## src/design/linear_interp_resampler_defines.svh

```systemverilog
// Assertion macros used by the resampler top level.
`ifndef LINEAR_INTERP_RESAMPLER_DEFINES_SVH
`define LINEAR_INTERP_RESAMPLER_DEFINES_SVH

// Same-cycle implication, disabled while reset is asserted.
`define LIR_ASSERT_IMPLIES(label, clk_s, rstn_s, ante, cons) \
    label: assert property (@(posedge clk_s) disable iff (!rstn_s) (ante) |-> (cons)) \
        else $error("same-cycle implication violated");

// Next-cycle implication, disabled while reset is asserted.
`define LIR_ASSERT_NEXT(label, clk_s, rstn_s, ante, cons) \
    label: assert property (@(posedge clk_s) disable iff (!rstn_s) (ante) |=> (cons)) \
        else $error("next-cycle implication violated");

`endif

```

## src/design/lir_pkg.sv

```systemverilog
// Shared types and constants of the linear interpolation resampler.
`timescale 1ns / 1ps
`default_nettype none

package lir_pkg;

    localparam int DEF_TIME_BITS     = 48;
    localparam int DEF_FRACTION_BITS = 32;
    localparam int VALUE_BITS        = 64;
    localparam int CFG_BITS          = 32;

    localparam logic [CFG_BITS-1:0] INTERVAL_RESET = 32'd1000;

    typedef enum logic [1:0] {
        ST_IDLE,
        ST_SETUP,
        ST_RUN,
        ST_OUT
    } lir_state_t;

    typedef struct packed {
        logic valid;
        logic q_bit;
        logic last;
    } lir_digit_t;

endpackage

`default_nettype wire

```

## src/design/lir_sample_if.sv

```systemverilog
// Input channel carrying one timestamped sample word.
`timescale 1ns / 1ps
`default_nettype none

interface lir_sample_if #(
    parameter int TIME_BITS = lir_pkg::DEF_TIME_BITS
);
    logic                                 valid;
    logic                                 ready;
    logic [TIME_BITS-1:0]                 sample_time;
    logic signed [lir_pkg::VALUE_BITS-1:0] sample_value;

    modport source (output valid, output sample_time, output sample_value, input ready);
    modport sink (input valid, input sample_time, input sample_value, output ready);
endinterface

`default_nettype wire

```

## src/design/lir_point_if.sv

```systemverilog
// Output channel carrying one resampled point word.
`timescale 1ns / 1ps
`default_nettype none

interface lir_point_if #(
    parameter int TIME_BITS = lir_pkg::DEF_TIME_BITS
);
    logic                                 valid;
    logic                                 ready;
    logic [TIME_BITS:0]                   out_time;
    logic signed [lir_pkg::VALUE_BITS-1:0] out_value;

    modport source (output valid, output out_time, output out_value, input ready);
    modport sink (input valid, input out_time, input out_value, output ready);
endinterface

`default_nettype wire

```

## src/design/lir_divider.sv

```systemverilog
// Restoring divider that emits one quotient bit per cycle, most significant first.
`timescale 1ns / 1ps
`default_nettype none

module lir_divider #(
    parameter int TIME_BITS     = lir_pkg::DEF_TIME_BITS,
    parameter int FRACTION_BITS = lir_pkg::DEF_FRACTION_BITS
) (
    input  wire logic               clk,
    input  wire logic               rst_n,
    input  wire logic               start,
    input  wire logic [TIME_BITS:0] num,
    input  wire logic [TIME_BITS-1:0] den,
    output lir_pkg::lir_digit_t     digit
);

    localparam int CNT_W = $clog2(FRACTION_BITS + 1);
    localparam logic [CNT_W-1:0] CNT_LAST = CNT_W'(FRACTION_BITS);

    logic                busy_reg;
    logic [CNT_W-1:0]    cnt_reg;
    logic [TIME_BITS:0]  rem_reg;
    logic [TIME_BITS:0]  rem_next;
    logic [TIME_BITS-1:0] den_reg;
    lir_pkg::lir_digit_t digit_reg;
    logic [TIME_BITS:0]  trial;
    logic                ge;
    logic                first;

    // The integer step takes the numerator as it is; a numerator at or above
    // the divisor is clamped to exactly one, which leaves no remainder.
    always_comb
    begin
        first = (cnt_reg == '0);
        trial = first ? rem_reg : {rem_reg[TIME_BITS-1:0], 1'b0};
        ge    = (trial >= {1'b0, den_reg});
        if (!ge)
        begin
            rem_next = trial;
        end
        else if (first)
        begin
            rem_next = '0;
        end
        else
        begin
            rem_next = trial - {1'b0, den_reg};
        end
    end

    always_ff @(posedge clk or negedge rst_n)
    begin
        if (!rst_n)
        begin
            busy_reg  <= 1'b0;
            cnt_reg   <= '0;
            digit_reg <= '0;
        end
        else
        begin
            digit_reg.valid <= busy_reg;
            digit_reg.q_bit <= ge;
            digit_reg.last  <= (cnt_reg == CNT_LAST);
            if (start)
            begin
                busy_reg <= 1'b1;
                cnt_reg  <= '0;
            end
            else if (busy_reg)
            begin
                cnt_reg <= cnt_reg + 1'b1;
                if (cnt_reg == CNT_LAST)
                begin
                    busy_reg <= 1'b0;
                end
            end
        end
    end

    always_ff @(posedge clk)
    begin
        if (start)
        begin
            rem_reg <= num;
            den_reg <= den;
        end
        else if (busy_reg)
        begin
            rem_reg <= rem_next;
        end
    end

    assign digit = digit_reg;

endmodule

`default_nettype wire

```

## src/design/lir_mac.sv

```systemverilog
// Shift-and-add multiplier fed one quotient bit per cycle.
`timescale 1ns / 1ps
`default_nettype none

module lir_mac #(
    parameter int FRACTION_BITS = lir_pkg::DEF_FRACTION_BITS
) (
    input  wire logic                           clk,
    input  wire logic                           rst_n,
    input  wire logic                           start,
    input  wire logic [lir_pkg::VALUE_BITS-1:0] mag,
    input  wire lir_pkg::lir_digit_t            digit,
    output logic [lir_pkg::VALUE_BITS-1:0]      off,
    output logic                                done
);

    localparam int VB    = lir_pkg::VALUE_BITS;
    localparam int ACC_W = VB + FRACTION_BITS + 1;

    logic [ACC_W-1:0] acc_reg;
    logic [ACC_W-1:0] acc_next;
    logic [VB-1:0]    mag_reg;
    logic             done_reg;

    always_comb
    begin
        acc_next = {acc_reg[ACC_W-2:0], 1'b0} + (digit.q_bit ? ACC_W'(mag_reg) : '0);
    end

    always_ff @(posedge clk or negedge rst_n)
    begin
        if (!rst_n)
        begin
            done_reg <= 1'b0;
        end
        else if (start)
        begin
            done_reg <= 1'b0;
        end
        else if (digit.valid && digit.last)
        begin
            done_reg <= 1'b1;
        end
    end

    always_ff @(posedge clk)
    begin
        if (start)
        begin
            acc_reg <= '0;
            mag_reg <= mag;
        end
        else if (digit.valid)
        begin
            acc_reg <= acc_next;
        end
    end

    assign off  = acc_reg[FRACTION_BITS +: VB];
    assign done = done_reg;

endmodule

`default_nettype wire

```

## src/design/linear_interp_resampler.sv

```systemverilog
// Top level of the linear interpolation resampler.
//
//   channel   direction  word
//   samples   in         sample_time, sample_value
//   points    out        out_time, out_value
//   cfg       in         cfg_wr_en, cfg_wr_data (interval_ms)
//
// A sample that emits nothing leaves the block idle and ready for the next;
// the first sample passes through the output state. An interpolated point
// passes through setup, run and output; in run the serial divider produces one ratio bit per cycle.
// Reset clears control state and sets interval_ms to 1000; there is no
// clearing pass. One finished word waits in the output register while the
// next sample is taken; a further result waits until that word leaves.
`timescale 1ns / 1ps
`default_nettype none
`include "linear_interp_resampler_defines.svh"

module linear_interp_resampler #(
    parameter int TIME_BITS     = lir_pkg::DEF_TIME_BITS,
    parameter int FRACTION_BITS = lir_pkg::DEF_FRACTION_BITS
) (
    input  wire logic                         clk,
    input  wire logic                         rst_n,
    input  wire logic                         cfg_wr_en,
    input  wire logic [lir_pkg::CFG_BITS-1:0] cfg_wr_data,
    lir_sample_if.sink                        samples,
    lir_point_if.source                       points
);

    localparam int VB    = lir_pkg::VALUE_BITS;
    localparam int TGT_W = TIME_BITS + 1;

    lir_pkg::lir_state_t state_reg;
    lir_pkg::lir_state_t state_next;

    logic                         started_reg;
    logic [lir_pkg::CFG_BITS-1:0] interval_reg;
    logic [TIME_BITS-1:0]         older_time_reg;
    logic [TIME_BITS-1:0]         newer_time_reg;
    logic signed [VB-1:0]         older_value_reg;
    logic signed [VB-1:0]         newer_value_reg;
    logic [TGT_W-1:0]             target_reg;
    logic [TGT_W-1:0]             res_time_reg;
    logic signed [VB-1:0]         res_value_reg;
    logic                         neg_reg;
    logic                         out_valid_reg;
    logic [TGT_W-1:0]             out_time_reg;
    logic signed [VB-1:0]         out_value_reg;

    logic                in_fire;
    logic                out_free;
    logic [TGT_W-1:0]    smp_time_ext;
    logic                reach;
    logic [TGT_W-1:0]    target_sum;
    logic [TIME_BITS-1:0] den;
    logic                degenerate;
    logic [TGT_W:0]      num_diff;
    logic [TGT_W-1:0]    num;
    logic                neg;
    logic [VB-1:0]       mag;
    logic [VB-1:0]       final_value;
    logic                calc_start;
    logic                load_out;
    logic [VB-1:0]       off;
    logic                mac_done;
    lir_pkg::lir_digit_t dig;

    assign in_fire        = samples.valid && samples.ready;
    assign samples.ready  = (state_reg == lir_pkg::ST_IDLE);
    assign out_free       = !out_valid_reg || points.ready;
    assign points.valid   = out_valid_reg;
    assign points.out_time  = out_time_reg;
    assign points.out_value = out_value_reg;

    always_comb
    begin
        smp_time_ext = {1'b0, samples.sample_time};
        reach        = (smp_time_ext >= target_reg);
        target_sum   = smp_time_ext + TGT_W'(interval_reg);

        den        = newer_time_reg - older_time_reg;
        degenerate = (newer_time_reg <= older_time_reg);
        num_diff   = {1'b0, res_time_reg} - {2'b00, older_time_reg};
        num        = num_diff[TGT_W] ? '0 : num_diff[TGT_W-1:0];
        neg        = (newer_value_reg < older_value_reg);
        if (degenerate)
        begin
            mag = '0;
        end
        else if (neg)
        begin
            mag = $unsigned(older_value_reg - newer_value_reg);
        end
        else
        begin
            mag = $unsigned(newer_value_reg - older_value_reg);
        end

        final_value = neg_reg ? ($unsigned(older_value_reg) - off)
                              : ($unsigned(older_value_reg) + off);
    end

    always_comb
    begin
        state_next = state_reg;
        calc_start = 1'b0;
        load_out   = 1'b0;
        case (state_reg)
            lir_pkg::ST_IDLE:
            begin
                if (in_fire)
                begin
                    if (!started_reg)
                    begin
                        state_next = lir_pkg::ST_OUT;
                    end
                    else if (reach)
                    begin
                        state_next = lir_pkg::ST_SETUP;
                    end
                end
            end
            lir_pkg::ST_SETUP:
            begin
                calc_start = 1'b1;
                state_next = lir_pkg::ST_RUN;
            end
            lir_pkg::ST_RUN:
            begin
                if (mac_done)
                begin
                    state_next = lir_pkg::ST_OUT;
                end
            end
            lir_pkg::ST_OUT:
            begin
                if (out_free)
                begin
                    load_out   = 1'b1;
                    state_next = lir_pkg::ST_IDLE;
                end
            end
            default:
            begin
                state_next = lir_pkg::ST_IDLE;
            end
        endcase
    end

    always_ff @(posedge clk or negedge rst_n)
    begin
        if (!rst_n)
        begin
            state_reg     <= lir_pkg::ST_IDLE;
            started_reg   <= 1'b0;
            interval_reg  <= lir_pkg::INTERVAL_RESET;
            out_valid_reg <= 1'b0;
        end
        else
        begin
            state_reg <= state_next;
            if (in_fire)
            begin
                started_reg <= 1'b1;
            end
            if (cfg_wr_en)
            begin
                interval_reg <= cfg_wr_data;
            end
            if (load_out)
            begin
                out_valid_reg <= 1'b1;
            end
            else if (points.ready)
            begin
                out_valid_reg <= 1'b0;
            end
        end
    end

    always_ff @(posedge clk)
    begin
        if (in_fire)
        begin
            newer_time_reg  <= samples.sample_time;
            newer_value_reg <= samples.sample_value;
            older_time_reg  <= started_reg ? newer_time_reg : samples.sample_time;
            older_value_reg <= started_reg ? newer_value_reg : samples.sample_value;
            res_time_reg    <= started_reg ? target_reg : smp_time_ext;
            res_value_reg   <= samples.sample_value;
            if (!started_reg || reach)
            begin
                target_reg <= target_sum;
            end
        end
        if (state_reg == lir_pkg::ST_SETUP)
        begin
            neg_reg <= neg;
        end
        if ((state_reg == lir_pkg::ST_RUN) && mac_done)
        begin
            res_value_reg <= $signed(final_value);
        end
        if (load_out)
        begin
            out_time_reg  <= res_time_reg;
            out_value_reg <= res_value_reg;
        end
    end

    lir_divider #(
        .TIME_BITS     (TIME_BITS),
        .FRACTION_BITS (FRACTION_BITS)
    ) u_divider (
        .clk   (clk),
        .rst_n (rst_n),
        .start (calc_start),
        .num   (num),
        .den   (den),
        .digit (dig)
    );

    lir_mac #(
        .FRACTION_BITS (FRACTION_BITS)
    ) u_mac (
        .clk   (clk),
        .rst_n (rst_n),
        .start (calc_start),
        .mag   (mag),
        .digit (dig),
        .off   (off),
        .done  (mac_done)
    );

    `LIR_ASSERT_IMPLIES(a_digit_in_run, clk, rst_n, dig.valid, state_reg == lir_pkg::ST_RUN)
    `LIR_ASSERT_NEXT(a_quiet_sample, clk, rst_n, in_fire && started_reg && !reach, state_reg == lir_pkg::ST_IDLE)
    `LIR_ASSERT_NEXT(a_value_between, clk, rst_n, (state_reg == lir_pkg::ST_RUN) && mac_done, ((res_value_reg >= older_value_reg) && (res_value_reg <= newer_value_reg)) || ((res_value_reg <= older_value_reg) && (res_value_reg >= newer_value_reg)))

endmodule

`default_nettype wire

```

## src/flat_wrapper.sv

```systemverilog
// flat-port wrapper written by rule: the top's interface ports become plain ports
module linear_interp_resampler_flat 
#(
    parameter int TIME_BITS     = lir_pkg::DEF_TIME_BITS,
    parameter int FRACTION_BITS = lir_pkg::DEF_FRACTION_BITS
)
  (clk, rst_n, cfg_wr_en, cfg_wr_data, samples_valid, samples_sample_time, samples_sample_value, samples_ready, points_valid, points_out_time, points_out_value, points_ready);
  lir_sample_if #(.TIME_BITS(TIME_BITS)) samples_i ();
  lir_point_if #(.TIME_BITS(TIME_BITS)) points_i ();
  input  wire logic clk;
  input  wire logic rst_n;
  input  wire logic cfg_wr_en;
  input  wire logic [lir_pkg::CFG_BITS-1:0] cfg_wr_data;
  input wire logic [$bits(samples_i.valid)-1:0] samples_valid;
  input wire logic [$bits(samples_i.sample_time)-1:0] samples_sample_time;
  input wire logic [$bits(samples_i.sample_value)-1:0] samples_sample_value;
  output wire logic [$bits(samples_i.ready)-1:0] samples_ready;
  output wire logic [$bits(points_i.valid)-1:0] points_valid;
  output wire logic [$bits(points_i.out_time)-1:0] points_out_time;
  output wire logic [$bits(points_i.out_value)-1:0] points_out_value;
  input wire logic [$bits(points_i.ready)-1:0] points_ready;
  assign samples_i.valid = samples_valid;
  assign samples_i.sample_time = samples_sample_time;
  assign samples_i.sample_value = samples_sample_value;
  assign samples_ready = samples_i.ready;
  assign points_valid = points_i.valid;
  assign points_out_time = points_i.out_time;
  assign points_out_value = points_i.out_value;
  assign points_i.ready = points_ready;
  linear_interp_resampler #(.TIME_BITS(TIME_BITS), .FRACTION_BITS(FRACTION_BITS)) u_core (.clk(clk), .rst_n(rst_n), .cfg_wr_en(cfg_wr_en), .cfg_wr_data(cfg_wr_data), .samples(samples_i), .points(points_i));
endmodule
```

## config.mk

```make
export PLATFORM = sky130hd
export DESIGN_NAME = linear_interp_resampler_flat
export DESIGN_NICKNAME = d
export VERILOG_FILES = /design/src/design/lir_pkg.sv /design/src/design/lir_sample_if.sv /design/src/design/lir_point_if.sv /design/src/design/lir_divider.sv /design/src/design/lir_mac.sv /design/src/design/linear_interp_resampler.sv /design/src/flat_wrapper.sv
export VERILOG_INCLUDE_DIRS = /design/src /design/src/design
export SDC_FILE = /design/constraint.sdc
export NUM_CORES = 2
export LEC_CHECK = 0
export ABC_CLOCK_PERIOD_IN_PS = 9500
export BUFFER_PORTS_ARGS = -buffer_cell sky130_fd_sc_hd__buf_4
export CAP_MARGIN = 20
export CORE_ASPECT_RATIO = 2
export CORE_MARGIN = 3
export CORE_UTILIZATION = 45
export DETAILED_ROUTE_END_ITERATION = 12
export PLACE_DENSITY = 0.66
export SYNTH_ARGS = -nofsm -noshare
export SYNTH_HDL_FRONTEND = slang
export SYNTH_HIERARCHICAL = 1
export SYNTH_SLANG_ARGS = --single-unit
export TNS_END_PERCENT = 100
```

## constraint.sdc

```tcl
create_clock -name clk -period 9.5 [get_ports clk]
set_clock_uncertainty 0.1 [all_clocks]
set_input_delay 0.95 -clock clk [delete_from_list [all_inputs] [get_ports clk]]
set_output_delay 0.95 -clock clk [all_outputs]
set_load 0.005 [all_outputs]
```

==> flow_summary.ini <==
[drt]
vias = 50470
drt-initial-drc-count = 3619
drt_first_pass_iters = 7
remaining_drc_errors = 0
vias_per_cell = 5.98
drtAntennaViolNets = 0
postRouteWirelength_mm = 209
post_drt_wl_per_cell_um = 24.7

[synth]
seq_area_frac_synth_pct = 38.5
synth-async-reset-ratio_pct = 5.85
yosysWarnings = 6
synth_top_area_cell = edfxtp_1
ys_top_cells_by_area = edfxtp_1, ha_1, nand2_1, a21oi_1, xnor2_1
synth_area_mm2 = 0.0597
syn_nets = 7280
synthCells = 6639
avgSynthCellArea_um2 = 8.99
ys.flop_type = edfxtp_1
yosys.area.top_type_share_pct = 33.3
synth_edf_count = 661
ys_ff_latch = 804
ys_types = 112

[global_routing]
track_usage_pct = 29.5
grt_first_pass_wirelength_mm = 311
antenna_found_initial = 2
grt_max_degree = 141
grt_overflow = 0
grt_pass1_vias = 52004

[pwr]
swShare_pct = 48.9
pwr_density_cell_mw_per_mm2 = 398
power_switching_mw = 12.8
pwr-share-clk_pct = 13.3
internal-power_mw = 13.3
p_leak_nw = 28.2
peakVddDrop_v = 0.000329
pwr-share-seq_pct = 24.1
pwr-share-comb_pct = 62.6

[sta]
fin_ws_ps = 2940
worstMarginPinSlew_ps = 1270
final-hold-violation-count = 0
final.setup.tns_ps = 0
slew_viol_final = 0
fin_crit_sh_pct = 69.1
relSlewSlack_pct = 14.5
max_freq_mhz = 152
rsz0062_at_grt = no
fin_crit_ps = 6560
finalSetupViolCount = 0

[floorplan]
start_util_pct = 45.4
core_mm2 = 0.131
die_w_um = 264
die_area_mm2 = 0.137
pin_count = 264
row_count = 188
die-height_um = 521

[worst_setup_path]
crit_type = reg2reg
worstSetupStartpointType = flip-flop
cp.required_ps = 9810
cp_max_fo = 10
critPathArrivalTime_ps = 6870
endpoint_kind = flip-flop

[clocking]
cts_resized = 0
cts_tree = yes
clock_latency_ps = 690
cts.sinks = 804
cts_max_level = 3
path_clk_slew_ps = 70
clock_path_buffers = 3
cts_buffers = 81
postCtsSetupRepairBufs = 0
cts.hold.buffers_added = 1
cts_root_buf = clkbuf_16

[placed_design]
gp_congestion = 0.991
port_buffers = 263
place_hpwl_mm = 165
dp_worst_setup_slack_ps = 3020

[worst_hold_path]
holdCritPathClass = reg2reg

[layout]
nNetsFinal = 7310
fill_cells = 12467
drive_gt1_share_pct = 9.56
syn_to_final_growth_pct = 9.59
largest_reg_flops = 96
postLayoutCoreUtil_pct = 49.7

[flow_run]
max_cap_viol_count = 0

[status]
status = finished, final reports clean
worst paths after layout:
| kind | from | to | slack (ps) | cells after the start |
|---|---|---|---|---|
| max | u_core/u_mac/acc_reg[49] | u_core/res_value_reg[59] | 2940 | 16 |
| min | u_core/res_value_reg[19] | u_core/points.out_value[19] | 310 | 0 |
| max reg2reg | u_core/u_mac/acc_reg[49] | u_core/res_value_reg[59] | 2940 | 16 |
| min reg2reg | u_core/res_value_reg[19] | u_core/points.out_value[19] | 310 | 0 |
| max in group asynchronous | rst_n | u_core/u_divider/digit[2] | 7720 | 3 |
| min in group asynchronous | rst_n | u_core/interval_reg[2] | 520 | 2 |
routing by layer:
| layer | vias to the layer above | part of all wire [%] | global-route usage, % |
|---|---|---|---|
| met2 | 1522 | 54 | 57.9 |
| met5 | - | 0 | 0 |
| met3 | 646 | 3.4 | 3.11 |
| met1 | 24369 | 32 | 26.9 |
| met4 | 0 | 9.6 | 23.9 |
| li1 | 23933 | - | - |
power by group through the flow:
| stage | sequential [mW] | clock [mW] | combinational [mW] |
|---|---|---|---|
| floorplan | 5.99 | 0 | 11.5 |
| global placement | 6.31 | 0 | 16.0 |
| detailed placement | 6.33 | 0 | 16.1 |
| CTS | 6.27 | 3.55 | 16.2 |
| global route | 6.37 | 3.67 | 17.7 |
| finish | 6.27 | 3.46 | 16.3 |
layout make-up:
type / instances / area (um2) / area share (%)
diodes: 1 / 2.50 / 0.00383
flip-flops and latches: 804 / 23000 / 35.1
clock buffers: 110 / 2270 / 3.47
well taps: 1710 / 2140 / 3.27
inverters: 425 / 1600 / 2.45
repair buffers: 315 / 2390 / 3.65
multi-input cells: 5042 / 33500 / 51.2
clock inverters: 39 / 532 / 0.813
per-stage QoR:
stage          hold slack, ps  area [um2]  instances  power [mW]
6_report                  315       65400       8446        26.1
3_5_place_dp              305       62600       8295        22.4
2_1_floorplan             252       59700       6639        17.5
5_1_grt                   323       65400       8446        27.7
4_1_cts                   303       65400       8445        26.0
3_3_place_gp              301       62600       8293        22.3
cell usage in the layout (no fill, tap or decap), types with 47 or more instances in the layout:
master / count
nand2_1: 800
edfxtp_1: 661
a21oi_1: 552
nor2_1: 537
ha_1: 483
inv_1: 420
o21ai_0: 330
a21o_1: 322
buf_4: 310
xnor2_1: 278
nand4_1: 148
xor2_1: 133
nor3_1: 116
mux2_2: 106
nand3_1: 103
o21bai_1: 97
dfxtp_1: 96
nand2b_1: 89
and2_1: 89
clkbuf_16: 85
a31oi_1: 80
mux2i_1: 62
o31ai_1: 47
synth_stat cells, types with 66 or more instances:
master    count
xor2_1      133
nor2_1      538
nand3_1     103
buf_4        66
a21o_1      322
clkbuf_1    252
xnor2_1     278
nand2b_1     90
dfxtp_1      96
ha_1        484
edfxtp_1    661
o21ai_0     330
inv_1       422
a21oi_1     552
o21bai_1     97
nand4_1     148
nand2_1     803
and2_1       89
nor3_1      116
mux2_2      106
a31oi_1      80
worst max-delay path, stage by stage (launching register included):
cell and delay [ps]:
dfxtp_1 370, or4_1 600, nor3_1 320, nand4b_1 340, nor3_1 450, and2_1 290
nand2_1 300, nor3_1 660, a21oi_1 180, xnor2_1 180, ha_1 490, nand4_1 260
or4_1 590, or4_1 530, o21ai_0 360, xnor2_1 160, o21ai_0 80
cells by family (layout without fill, tap and decap cells):
kind of cell | Yosys count | in the layout | synth area share (%)
and+or+nand+nor | 2145 | 2145 | 16.7
xor gates and xnor gates | 411 | 411 | 6.03
buffers and inverters | 793 | 889 | 5.51
adders and majority gates | 492 | 492 | 10.4
other | 0 | 1 | 0
AOI/OAI and AO/OA | 1826 | 1826 | 19.8
DFF | 804 | 804 | 38.5
muxes | 168 | 168 | 3.04
Power figures use the tool's default switching activity.
